### src/rtl/cwdp_pkg.sv
// shared constants for the packed csi word to double pair converter
// no dependencies; used by the core and its checker
package cwdp_pkg;

    localparam int WORD_W     = 32;
    localparam int EXP_W      = 6;
    localparam int MANT_W     = 11;
    localparam int LZC_W      = 4;
    localparam int BEXP_W     = 11;
    localparam int FRAC_TOP_W = MANT_W - 1;
    localparam int DOUBLE_W   = 64;

    // field positions inside the packed word
    localparam int EXP_LSB    = 0;
    localparam int IMAG_LSB   = 6;
    localparam int IMAG_SIGN  = 17;
    localparam int REAL_LSB   = 18;
    localparam int REAL_SIGN  = 29;

    // double layout
    localparam int FRAC_POS   = 42;
    localparam int EXP_POS    = 52;
    localparam int SIGN_POS   = 63;

    localparam int EXP_OFFSET = 31;
    localparam int EXP_BIAS   = 1023;
    localparam int BEXP_MIN   = EXP_BIAS - EXP_OFFSET - (MANT_W - 2);
    localparam int BEXP_MAX   = EXP_BIAS - EXP_OFFSET + (1 << EXP_W) - 1;

    localparam logic [BEXP_W-1:0] BEXP_ADJ = BEXP_W'(EXP_BIAS - EXP_OFFSET);
    localparam logic [BEXP_W-1:0] BEXP_ONE = BEXP_W'(EXP_BIAS);

    typedef struct packed {
        logic              sign;
        logic [MANT_W-1:0] mant;
    } t_part;

endpackage

### src/rtl/csi_word_to_double_pair_core.sv
// Converts one packed csi word into two IEEE-754 double bit patterns.
// Usage:
//   input channel  : i_valid / o_ready with i_packed_word and i_last_in
//   output channel : o_valid / i_ready with o_real_bits, o_imag_bits, o_last_out
//   A transaction moves on each rising edge where valid and ready are both high.
// Pipeline: three register stages (unpack and bias the exponent, count leading
// zeros of both mantissas, normalize and assemble), the last one being the
// output register. A taken word passes through stage 1 and stage 2 before its
// result sits in the output register and o_valid rises.
// Throughput is one transaction per cycle; each stage has its own valid bit
// and advances when it is empty or the stage after it advances, so the rate
// is set only by how often the receiver takes results.
// When the receiver holds i_ready low, the stages fill up and o_ready falls
// once all three hold an item; nothing is dropped or repeated.
// Reset (i_rst_n low, synchronous) clears the valid bits; data registers
// keep whatever they hold. Bits 31:30 of the packed word are ignored.
// A mantissa of zero or one gives +1.0 or -1.0 for that part.
// Depends on cwdp_pkg.
module csi_word_to_double_pair_core (
    input  logic                          i_clk,
    input  logic                          i_rst_n,
    input  logic                          i_valid,
    output logic                          o_ready,
    input  logic [cwdp_pkg::WORD_W-1:0]   i_packed_word,
    input  logic                          i_last_in,
    output logic                          o_valid,
    input  logic                          i_ready,
    output logic [cwdp_pkg::DOUBLE_W-1:0] o_real_bits,
    output logic [cwdp_pkg::DOUBLE_W-1:0] o_imag_bits,
    output logic                          o_last_out
);

    // position of the leading one counted down from the top mantissa bit
    function automatic logic [cwdp_pkg::LZC_W-1:0] lead_zeros(
        input logic [cwdp_pkg::MANT_W-1:0] mant
    );
        logic [cwdp_pkg::LZC_W-1:0] lz;
        lz = '0;
        for (int k = 0; k < cwdp_pkg::MANT_W; k++) begin
            if (mant[k]) begin
                lz = cwdp_pkg::LZC_W'(cwdp_pkg::MANT_W - 1 - k);
            end
        end
        return lz;
    endfunction

    function automatic logic [cwdp_pkg::DOUBLE_W-1:0] build_double(
        input cwdp_pkg::t_part               part,
        input logic [cwdp_pkg::LZC_W-1:0]    lz,
        input logic                          unity,
        input logic [cwdp_pkg::BEXP_W-1:0]   bexp
    );
        logic [cwdp_pkg::MANT_W-1:0]     norm;
        logic [cwdp_pkg::BEXP_W-1:0]     exp_f;
        logic [cwdp_pkg::FRAC_TOP_W-1:0] frac;
        norm  = part.mant << lz;
        exp_f = unity ? cwdp_pkg::BEXP_ONE
                      : bexp - cwdp_pkg::BEXP_W'(lz);
        frac  = unity ? '0 : norm[cwdp_pkg::FRAC_TOP_W-1:0];
        return {part.sign, exp_f, frac, cwdp_pkg::FRAC_POS'(0)};
    endfunction

    // stage valid bits and advance enables
    logic r_v1, r_v2, r_v3;
    logic adv1, adv2, adv3;

    assign adv3    = !r_v3 || i_ready;
    assign adv2    = !r_v2 || adv3;
    assign adv1    = !r_v1 || adv2;
    assign o_ready = adv1;

    // stage 1: unpacked fields
    cwdp_pkg::t_part                r_re1, r_im1;
    logic [cwdp_pkg::BEXP_W-1:0]    r_bexp1;
    logic                           r_last1;

    // stage 2: leading zero counts
    cwdp_pkg::t_part                r_re2, r_im2;
    logic [cwdp_pkg::BEXP_W-1:0]    r_bexp2;
    logic                           r_last2;
    logic [cwdp_pkg::LZC_W-1:0]     r_lz_re2, r_lz_im2;
    logic                           r_one_re2, r_one_im2;

    // stage 3: output register
    logic [cwdp_pkg::DOUBLE_W-1:0]  r_real3, r_imag3;
    logic                           r_last3;

    logic [cwdp_pkg::BEXP_W-1:0]    n_bexp1;
    logic [cwdp_pkg::EXP_W-1:0]     word_exp;

    assign word_exp = i_packed_word[cwdp_pkg::EXP_LSB +: cwdp_pkg::EXP_W];
    assign n_bexp1  = cwdp_pkg::BEXP_W'(word_exp) + cwdp_pkg::BEXP_ADJ;

    always_ff @(posedge i_clk) begin
        if (!i_rst_n) begin
            r_v1 <= 1'b0;
            r_v2 <= 1'b0;
            r_v3 <= 1'b0;
        end else begin
            if (adv1) r_v1 <= i_valid;
            if (adv2) r_v2 <= r_v1;
            if (adv3) r_v3 <= r_v2;
        end
    end

    always_ff @(posedge i_clk) begin
        if (adv1) begin
            r_re1.sign <= i_packed_word[cwdp_pkg::REAL_SIGN];
            r_re1.mant <= i_packed_word[cwdp_pkg::REAL_LSB +: cwdp_pkg::MANT_W];
            r_im1.sign <= i_packed_word[cwdp_pkg::IMAG_SIGN];
            r_im1.mant <= i_packed_word[cwdp_pkg::IMAG_LSB +: cwdp_pkg::MANT_W];
            r_bexp1    <= n_bexp1;
            r_last1    <= i_last_in;
        end
        if (adv2) begin
            r_re2     <= r_re1;
            r_im2     <= r_im1;
            r_bexp2   <= r_bexp1;
            r_last2   <= r_last1;
            r_lz_re2  <= lead_zeros(r_re1.mant);
            r_lz_im2  <= lead_zeros(r_im1.mant);
            // one would need a full ten-bit shift and zero has no leading one
            r_one_re2 <= (r_re1.mant[cwdp_pkg::MANT_W-1:1] == '0);
            r_one_im2 <= (r_im1.mant[cwdp_pkg::MANT_W-1:1] == '0);
        end
        if (adv3) begin
            r_real3 <= build_double(r_re2, r_lz_re2, r_one_re2, r_bexp2);
            r_imag3 <= build_double(r_im2, r_lz_im2, r_one_im2, r_bexp2);
            r_last3 <= r_last2;
        end
    end

    assign o_valid     = r_v3;
    assign o_real_bits = r_real3;
    assign o_imag_bits = r_imag3;
    assign o_last_out  = r_last3;

endmodule

### config.mk
export PLATFORM = sky130hd
export DESIGN_NAME = csi_word_to_double_pair_core
export DESIGN_NICKNAME = d
export VERILOG_FILES = /design/src/rtl/cwdp_pkg.sv /design/src/rtl/csi_word_to_double_pair_core.sv
export SDC_FILE = /design/constraint.sdc
export NUM_CORES = 1
export LEC_CHECK = 0
export BUFFER_PORTS_ARGS = -buffer_cell sky130_fd_sc_hd__buf_2
export CAP_MARGIN = 5
export CORE_MARGIN = 1.5
export CORE_UTILIZATION = 47
export DETAILED_ROUTE_END_ITERATION = 10
export PLACE_DENSITY = 0.76
export SLEW_MARGIN = 10
export SYNTH_ARGS = -nofsm -noshare
export SYNTH_HDL_FRONTEND = slang
export SYNTH_SLANG_ARGS = --single-unit
### constraint.sdc
create_clock -name i_clk -period 2.3 [get_ports i_clk]
set_clock_uncertainty 0.05 [all_clocks]
set_input_delay 0.23 -clock i_clk [delete_from_list [all_inputs] [get_ports i_clk]]
set_output_delay 0.23 -clock i_clk [all_outputs]
set_load 0.02 [all_outputs]
==> results of run 1 <==
## tightest hold or removal path, stage by stage
cell	delay (ns)
buf_2	0.09
inv_1	0.04
a21boi_0	0.06
## Yosys cell counts (6+ instances only)
master / n
nor2b_1: 8
buf_4: 84
ha_1: 8
nor4_1: 6
and2_1: 6
nand2_1: 11
edfxtp_1: 117
nor2_1: 18
nor3_1: 19
a21oi_1: 11
nand2b_1: 10
inv_1: 17
mux2i_1: 22
## sequential cells by signal, summed over array words and instances, names as in the netlist, 7 cells and up
name,flops
o_imag_bits,22
o_real_bits,22
r_im1,12
r_re1,12
r_im2,11
r_re2,11
r_bexp1,7
r_bexp2,7
## per-stage QoR
stage | setup TNS (ns) | utilization [%] | hold slack, ns | power [mW] | instance area (um^2)
floorplan | 0 | - | 0.2789 | 3.304 | 6070
global placement | 0 | 50.45 | 0.3537 | 3.356 | 6035
detailed placement | 0 | 50.45 | 0.3545 | 3.380 | 6035
CTS | 0 | 58.01 | 0.002136 | 5.999 | 6939
global route | -0.002718 | 58.24 | 0.02140 | 6.188 | 6967
finish | 0 | 58.24 | 0.01159 | 5.969 | 6967
## power by group through the flow
stage          registers, mW  logic [mW]  clock network, mW
2_1_floorplan           2.82       0.482                  0
3_3_place_gp            2.70       0.655                  0
3_5_place_dp            2.71       0.672                  0
4_1_cts                 2.66       0.720               2.61
5_1_grt                 2.68       0.784               2.72
6_report                2.66       0.729               2.58
## how the worst max path moves through the flow
stage	start	endpoint	slack, ns
floorplan	r_lz_re2[1]	o_real_bits[57]	0.13
global placement	r_bexp2[0]	o_imag_bits[62]	0.13
detailed placement	r_bexp2[0]	o_imag_bits[62]	0.07
CTS	r_bexp2[0]	o_imag_bits[62]	0.03
global route	r_bexp2[0]	o_real_bits[62]	-0.003
finish	r_bexp2[0]	o_real_bits[62]	0.13
## metal layers
metal / wire length, um / track usage (%) / up-vias / share of wire, %
met5: 0 / 0 / - / 0
met4: 244 / 7.833 / 0 / 2.5
met3: 626 / 4.198 / 21 / 6.3
met2: 5021 / 27.31 / 150 / 51
met1: 3996 / 17.86 / 1568 / 40
li1: - / - / 1638 / -
## repair_timing
item / 4_1_cts / 5_1_grt
hold buffers: 32 / 0
gates resized for setup: 0 / 3
buffers inserted: 0 / 0
setup endpoints to repair: 0 / 3
endpoints found under the hold margin: 32 / 0
## cell families (layout without fill, tap and decap cells)
family          count (synthesis)  in the layout  share of synthesized area [%]
xor+xnor                        5              5                         0.7612
buf+inv                       114            175                          13.53
other cells                     1             84                        0.06518
simple gates                   93             93                          8.591
mux                            28             28                          6.242
fa+ha+maj                      10             10                          2.436
flops                         120            120                          62.11
compound gates                 50             50                          6.264
## final cells by class
cell class                 count  area, um^2  share of cell area, %
multi-input combinational    270        1745                  25.05
clock buffer                  17       425.4                  6.106
tap                          147       183.9                  2.640
inverter                      19       71.32                  1.024
timing repair buffer         124       808.3                  11.60
sequential                   120        3573                  51.29
clock inverter                15       158.9                  2.281
==> flow_metrics.env, run 1 <==
export IMPL_status="complete, no violations"
export IMPL_cts_tree="built"
export IMPL_num_rows=40
export IMPL_clock_path_buffers=2
export IMPL_synth_seq_cells=120
export IMPL_ios=168
export IMPL_mostFrequentLayoutCells="edfxtp_1, conb_1, buf_2"
export IMPL_reg2regPathDepth=8
export IMPL_initial_utilization_pct=48.10
export IMPL_numCtsBuffers=17
export IMPL_max_slew_worst_pin_slew_ns=0.5803
export IMPL_grt_overflow=0
export IMPL_cp_depth=8
export IMPL_place_gp_congestion=0.8516
export IMPL_die_h_um=113.6
export IMPL_ys_warn_count=0
export IMPL_fin_nets=599
export IMPL_seq_area_frac_synth_pct=62.11
export IMPL_power_leakage_nw=2.918
export IMPL_hold_viol=0
export IMPL_critPathMaxFanout=2
export IMPL_drt_iter0_markers=201
export IMPL_clkPwrFrac_pct=43.2
export IMPL_netlist_instances=421
export IMPL_ys_dominant_reg_cell="edfxtp_1"
export IMPL_hold_path_end="r_v1"
export IMPL_dp_worst_setup_slack_ns=0.06828
export IMPL_dp_cells=648
export IMPL_switchingPower_mw=1.435
export IMPL_core_area_mm2=0.01196
export IMPL_clk_pin_slew_ns=0.05
export IMPL_dr_pass1_iters=4
export IMPL_synth_top_cell_by_area="edfxtp_1"
export IMPL_drc=0
export IMPL_syn_avg_cell_area_um2=13.67
export IMPL_reg2reg_to="o_real_bits[62]"
export IMPL_path_delay_family="adder cells"
export IMPL_cp_required_ns=2.39
export IMPL_crit_chain="inv_1, ha_1, inv_1, fa_1, a21o_1, a2111oi_4, xnor2_1, nor2_1"
export IMPL_seq_power_share_pct=44.6
export IMPL_die_area_mm2=0.01291
export IMPL_wire_per_inst_um=13.89
export IMPL_synth_edf_count=117
export IMPL_min_period_over_period_pct=94.31
export IMPL_netlist_area_leader_share_pct=61.07
export IMPL_ir_drop_mv=0.4452
export IMPL_start_kind="register"
export IMPL_antenna_found_initial=0
export IMPL_diodes=0
export IMPL_io_buffers=81
export IMPL_ant_nets=0
export IMPL_hpwlAfterDp_um=6623
export IMPL_die_x_um=113.6
export IMPL_grt_pass1_vias=3271
export IMPL_synthesis_area_mm2=0.005753
export IMPL_fin_cells=712
export IMPL_via_count=3377
export IMPL_relSlewSlack_pct=61.32
export IMPL_intPower_mw=4.534
export IMPL_totalWireLength_um=9888
export IMPL_min_period_ns=2.169
export IMPL_mostFrequentLayoutCell="edfxtp_1"
export IMPL_grt_max_degree=46
export IMPL_cpMostUsedCell="inv_1"
export IMPL_r2r_slack_ns=0.13
export IMPL_setup_violations=0
export IMPL_synth_area_top_cells="edfxtp_1, buf_4, mux2i_1"
export IMPL_grt_pass1_wl_um=15480
export IMPL_synth_cell_types=46
export IMPL_hold_path_class="in2reg"
export IMPL_critPathCaptureType="register"
export IMPL_path_buf_inv=2
export IMPL_async_reset_ff_share_pct=0
export IMPL_fmax_mhz=461.0
export IMPL_min_from="i_valid"
export IMPL_clk_latency_ns=0.41
export IMPL_h_tree_depth=4
export IMPL_pwr_share_comb_pct=12.2
export IMPL_avgViaCountPerCell=4.743
export IMPL_drv_cap=0
export IMPL_finalWorstSetupSlack_ns=0.1308
export IMPL_r2r_start="r_bexp2[0]"
export IMPL_finalMaxSlewViolations=0
export IMPL_slowest_delay_ns=0.41
export IMPL_area_delta_synth_final_pct=21.10
export IMPL_drive_gt1_share_pct=24.07
export IMPL_arrival_ns=2.26
export IMPL_cts_root_buffer="clkbuf_16"
export IMPL_track_usage_pct=15.68
export IMPL_power_density_mw_per_mm2=856.8
export IMPL_critPathKind="reg2reg"
export IMPL_n_fill_cell=936
export IMPL_cts_sinks=120
export IMPL_cpMaxStageDelayCell="fa_1"
export IMPL_switching_share_pct=24.05
export IMPL_hold_depth=3
No activity file was read; power rests on OpenSTA's default activity.
==> run 2, diff against run 1 <==
--- a/config.mk
+++ b/config.mk
@@ -8,9 +8,10 @@
 export BUFFER_PORTS_ARGS = -buffer_cell sky130_fd_sc_hd__buf_2
 export CAP_MARGIN = 5
 export CORE_MARGIN = 1.5
-export CORE_UTILIZATION = 47
+export CORE_UTILIZATION = 56
 export DETAILED_ROUTE_END_ITERATION = 10
-export PLACE_DENSITY = 0.76
+export HOLD_SLACK_MARGIN = 0.15
+export PLACE_DENSITY = 0.85
 export SLEW_MARGIN = 10
 export SYNTH_ARGS = -nofsm -noshare
 export SYNTH_HDL_FRONTEND = slang
==> constraint.sdc (replaced) <==
create_clock -name i_clk -period 2.6 [get_ports i_clk]
set_clock_uncertainty 0.05 [all_clocks]
set_input_delay 0.26 -clock i_clk [delete_from_list [all_inputs] [get_ports i_clk]]
set_output_delay 0.26 -clock i_clk [all_outputs]
set_load 0.02 [all_outputs]
==> flow_metrics.env, run 2 (same netlist as run 1, synthesis figures left out) <==
export IMPL_status="complete, no violations"
export IMPL_die_area_mm2=0.01089
export IMPL_ir_drop_mv=0.3481
export IMPL_cp_required_ns=2.79
export IMPL_die_x_um=104.4
export IMPL_switchingPower_mw=1.246
export IMPL_die_h_um=104.4
export IMPL_fin_cells=698
export IMPL_max_slew_worst_pin_slew_ns=0.5611
export IMPL_hold_path_class="reg2reg"
export IMPL_drv_cap=0
export IMPL_place_gp_congestion=0.8609
export IMPL_hpwlAfterDp_um=6509
export IMPL_switching_share_pct=23.43
export IMPL_ant_nets=0
export IMPL_pwr_share_comb_pct=12.1
export IMPL_fin_tns_setup_ns=0
export IMPL_critPathKind="reg2reg"
export IMPL_grt_overflow=0
export IMPL_intPower_mw=4.073
export IMPL_critPathMaxFanout=2
export IMPL_antenna_found_initial=0
export IMPL_postCtsHoldBufs=35
export IMPL_drive_gt1_share_pct=22.83
export IMPL_drc=0
export IMPL_mostFrequentLayoutCells="edfxtp_1, conb_1, buf_2"
export IMPL_n_fill_cell=659
export IMPL_numCtsBuffers=17
export IMPL_track_usage_pct=18.81
export IMPL_clkPwrFrac_pct=43.6
export IMPL_hold_viol=0
export IMPL_fin_nets=599
export IMPL_initial_utilization_pct=58.32
export IMPL_min_period_over_period_pct=86.03
export IMPL_power_leakage_nw=2.921
export IMPL_clk_latency_ns=0.51
export IMPL_totalWireLength_um=10090
export IMPL_cts_setup_buffers=0
export IMPL_finalMaxSlewViolations=0
export IMPL_h_tree_depth=4
export IMPL_setup_violations=0
export IMPL_dp_cells=631
export IMPL_fmax_mhz=447.1
export IMPL_wire_per_inst_um=14.46
export IMPL_dp_worst_setup_slack_ns=0.3753
export IMPL_grt_pass1_wl_um=15780
export IMPL_cts_sinks=120
export IMPL_avgViaCountPerCell=4.981
export IMPL_relSlewSlack_pct=62.60
export IMPL_grt_pass1_vias=3295
export IMPL_ios=168
export IMPL_mostFrequentLayoutCell="edfxtp_1"
export IMPL_min_period_ns=2.237
export IMPL_dr_pass1_iters=5
export IMPL_clock_path_buffers=2
export IMPL_start_kind="register"
export IMPL_grt_setup_unrepaired="false"
export IMPL_seq_power_share_pct=44.4
export IMPL_cts_resized=0
export IMPL_io_buffers=81
export IMPL_finalWorstSetupSlack_ns=0.3631
export IMPL_critPathCaptureType="register"
export IMPL_arrival_ns=2.43
export IMPL_core_area_mm2=0.009864
export IMPL_cts_root_buffer="clkbuf_8"
export IMPL_drt_iter0_markers=166
export IMPL_diodes=0
export IMPL_power_density_mw_per_mm2=768.0
export IMPL_cts_tree="built"
export IMPL_clk_pin_slew_ns=0.05
export IMPL_area_delta_synth_final_pct=20.40
export IMPL_grt_max_degree=46
export IMPL_via_count=3477
export IMPL_num_rows=36
==> run 2: changes by cell type in the layout (fill, tap and decap cells not counted), sizes merged <==
cell         before  now
clkbuf           17   23
clkinv            8    4
buf              92   89
dlygate4sd3      32   35
clkinvlp          4    2
bufinv            3    4
inv              19   18
==> run 2: critical path, stage by stage, from the launching register on <==
cell	delay, ns
edfxtp_1	0.36
inv_1	0.09
ha_1	0.18
inv_1	0.06
fa_1	0.41
a21o_1	0.21
a2111oi_2	0.39
xnor2_1	0.17
nor2_1	0.06
==> run 2: per-stage QoR <==
step	power [mW]	hold slack (ns)	cell area [um^2]	util [%]
floorplan	2.922	0.3089	6065	-
global placement	2.966	0.3530	5989	60.72
detailed placement	2.986	0.3552	5989	60.72
CTS	5.340	0.3701	6927	70.22
global route	5.484	0.3772	6927	70.22
finish	5.320	0.3648	6927	70.22
==> run 2: power by group through the flow <==
stage	clock, mW	combinational [mW]	sequential [mW]
after detailed placement	0	0.589	2.40
final	2.32	0.642	2.36
after CTS	2.34	0.638	2.36
after global routing	2.42	0.688	2.38
after floorplan	0	0.427	2.50
after global placement	0	0.576	2.39
==> run 2: layout make-up <==
| class | instances | area, um^2 | share of cell area, % |
|---|---|---|---|
| clock inverter | 9 | 150.1 | 2.168 |
| clock buffer | 23 | 436.7 | 6.304 |
| tap | 133 | 166.4 | 2.402 |
| sequential | 120 | 3573 | 51.59 |
| multi-input combinational | 270 | 1713 | 24.73 |
| inverter | 19 | 71.32 | 1.030 |
| timing repair buffer | 124 | 815.8 | 11.78 |
==> run 2: metal layers <==
metal | GRT usage (%) | vias to the layer above | share of wire (%)
li1 | - | 1643 | -
met1 | 21.76 | 1606 | 38
met2 | 32.61 | 200 | 51
met3 | 3.509 | 28 | 7.5
met4 | 10.91 | 0 | 2.9
met5 | 0 | - | 0
==> run 2: worst paths after layout <==
| kind | startpoint | end | slack, ns | cells after the start |
|---|---|---|---|---|
| min | r_bexp1[4] | r_bexp2[4] | 0.36 | 0 |
| min reg2reg | r_bexp1[4] | r_bexp2[4] | 0.36 | 0 |
| max reg2reg | r_bexp2[0] | o_real_bits[62] | 0.36 | 8 |
| max | r_bexp2[0] | o_real_bits[62] | 0.36 | 8 |
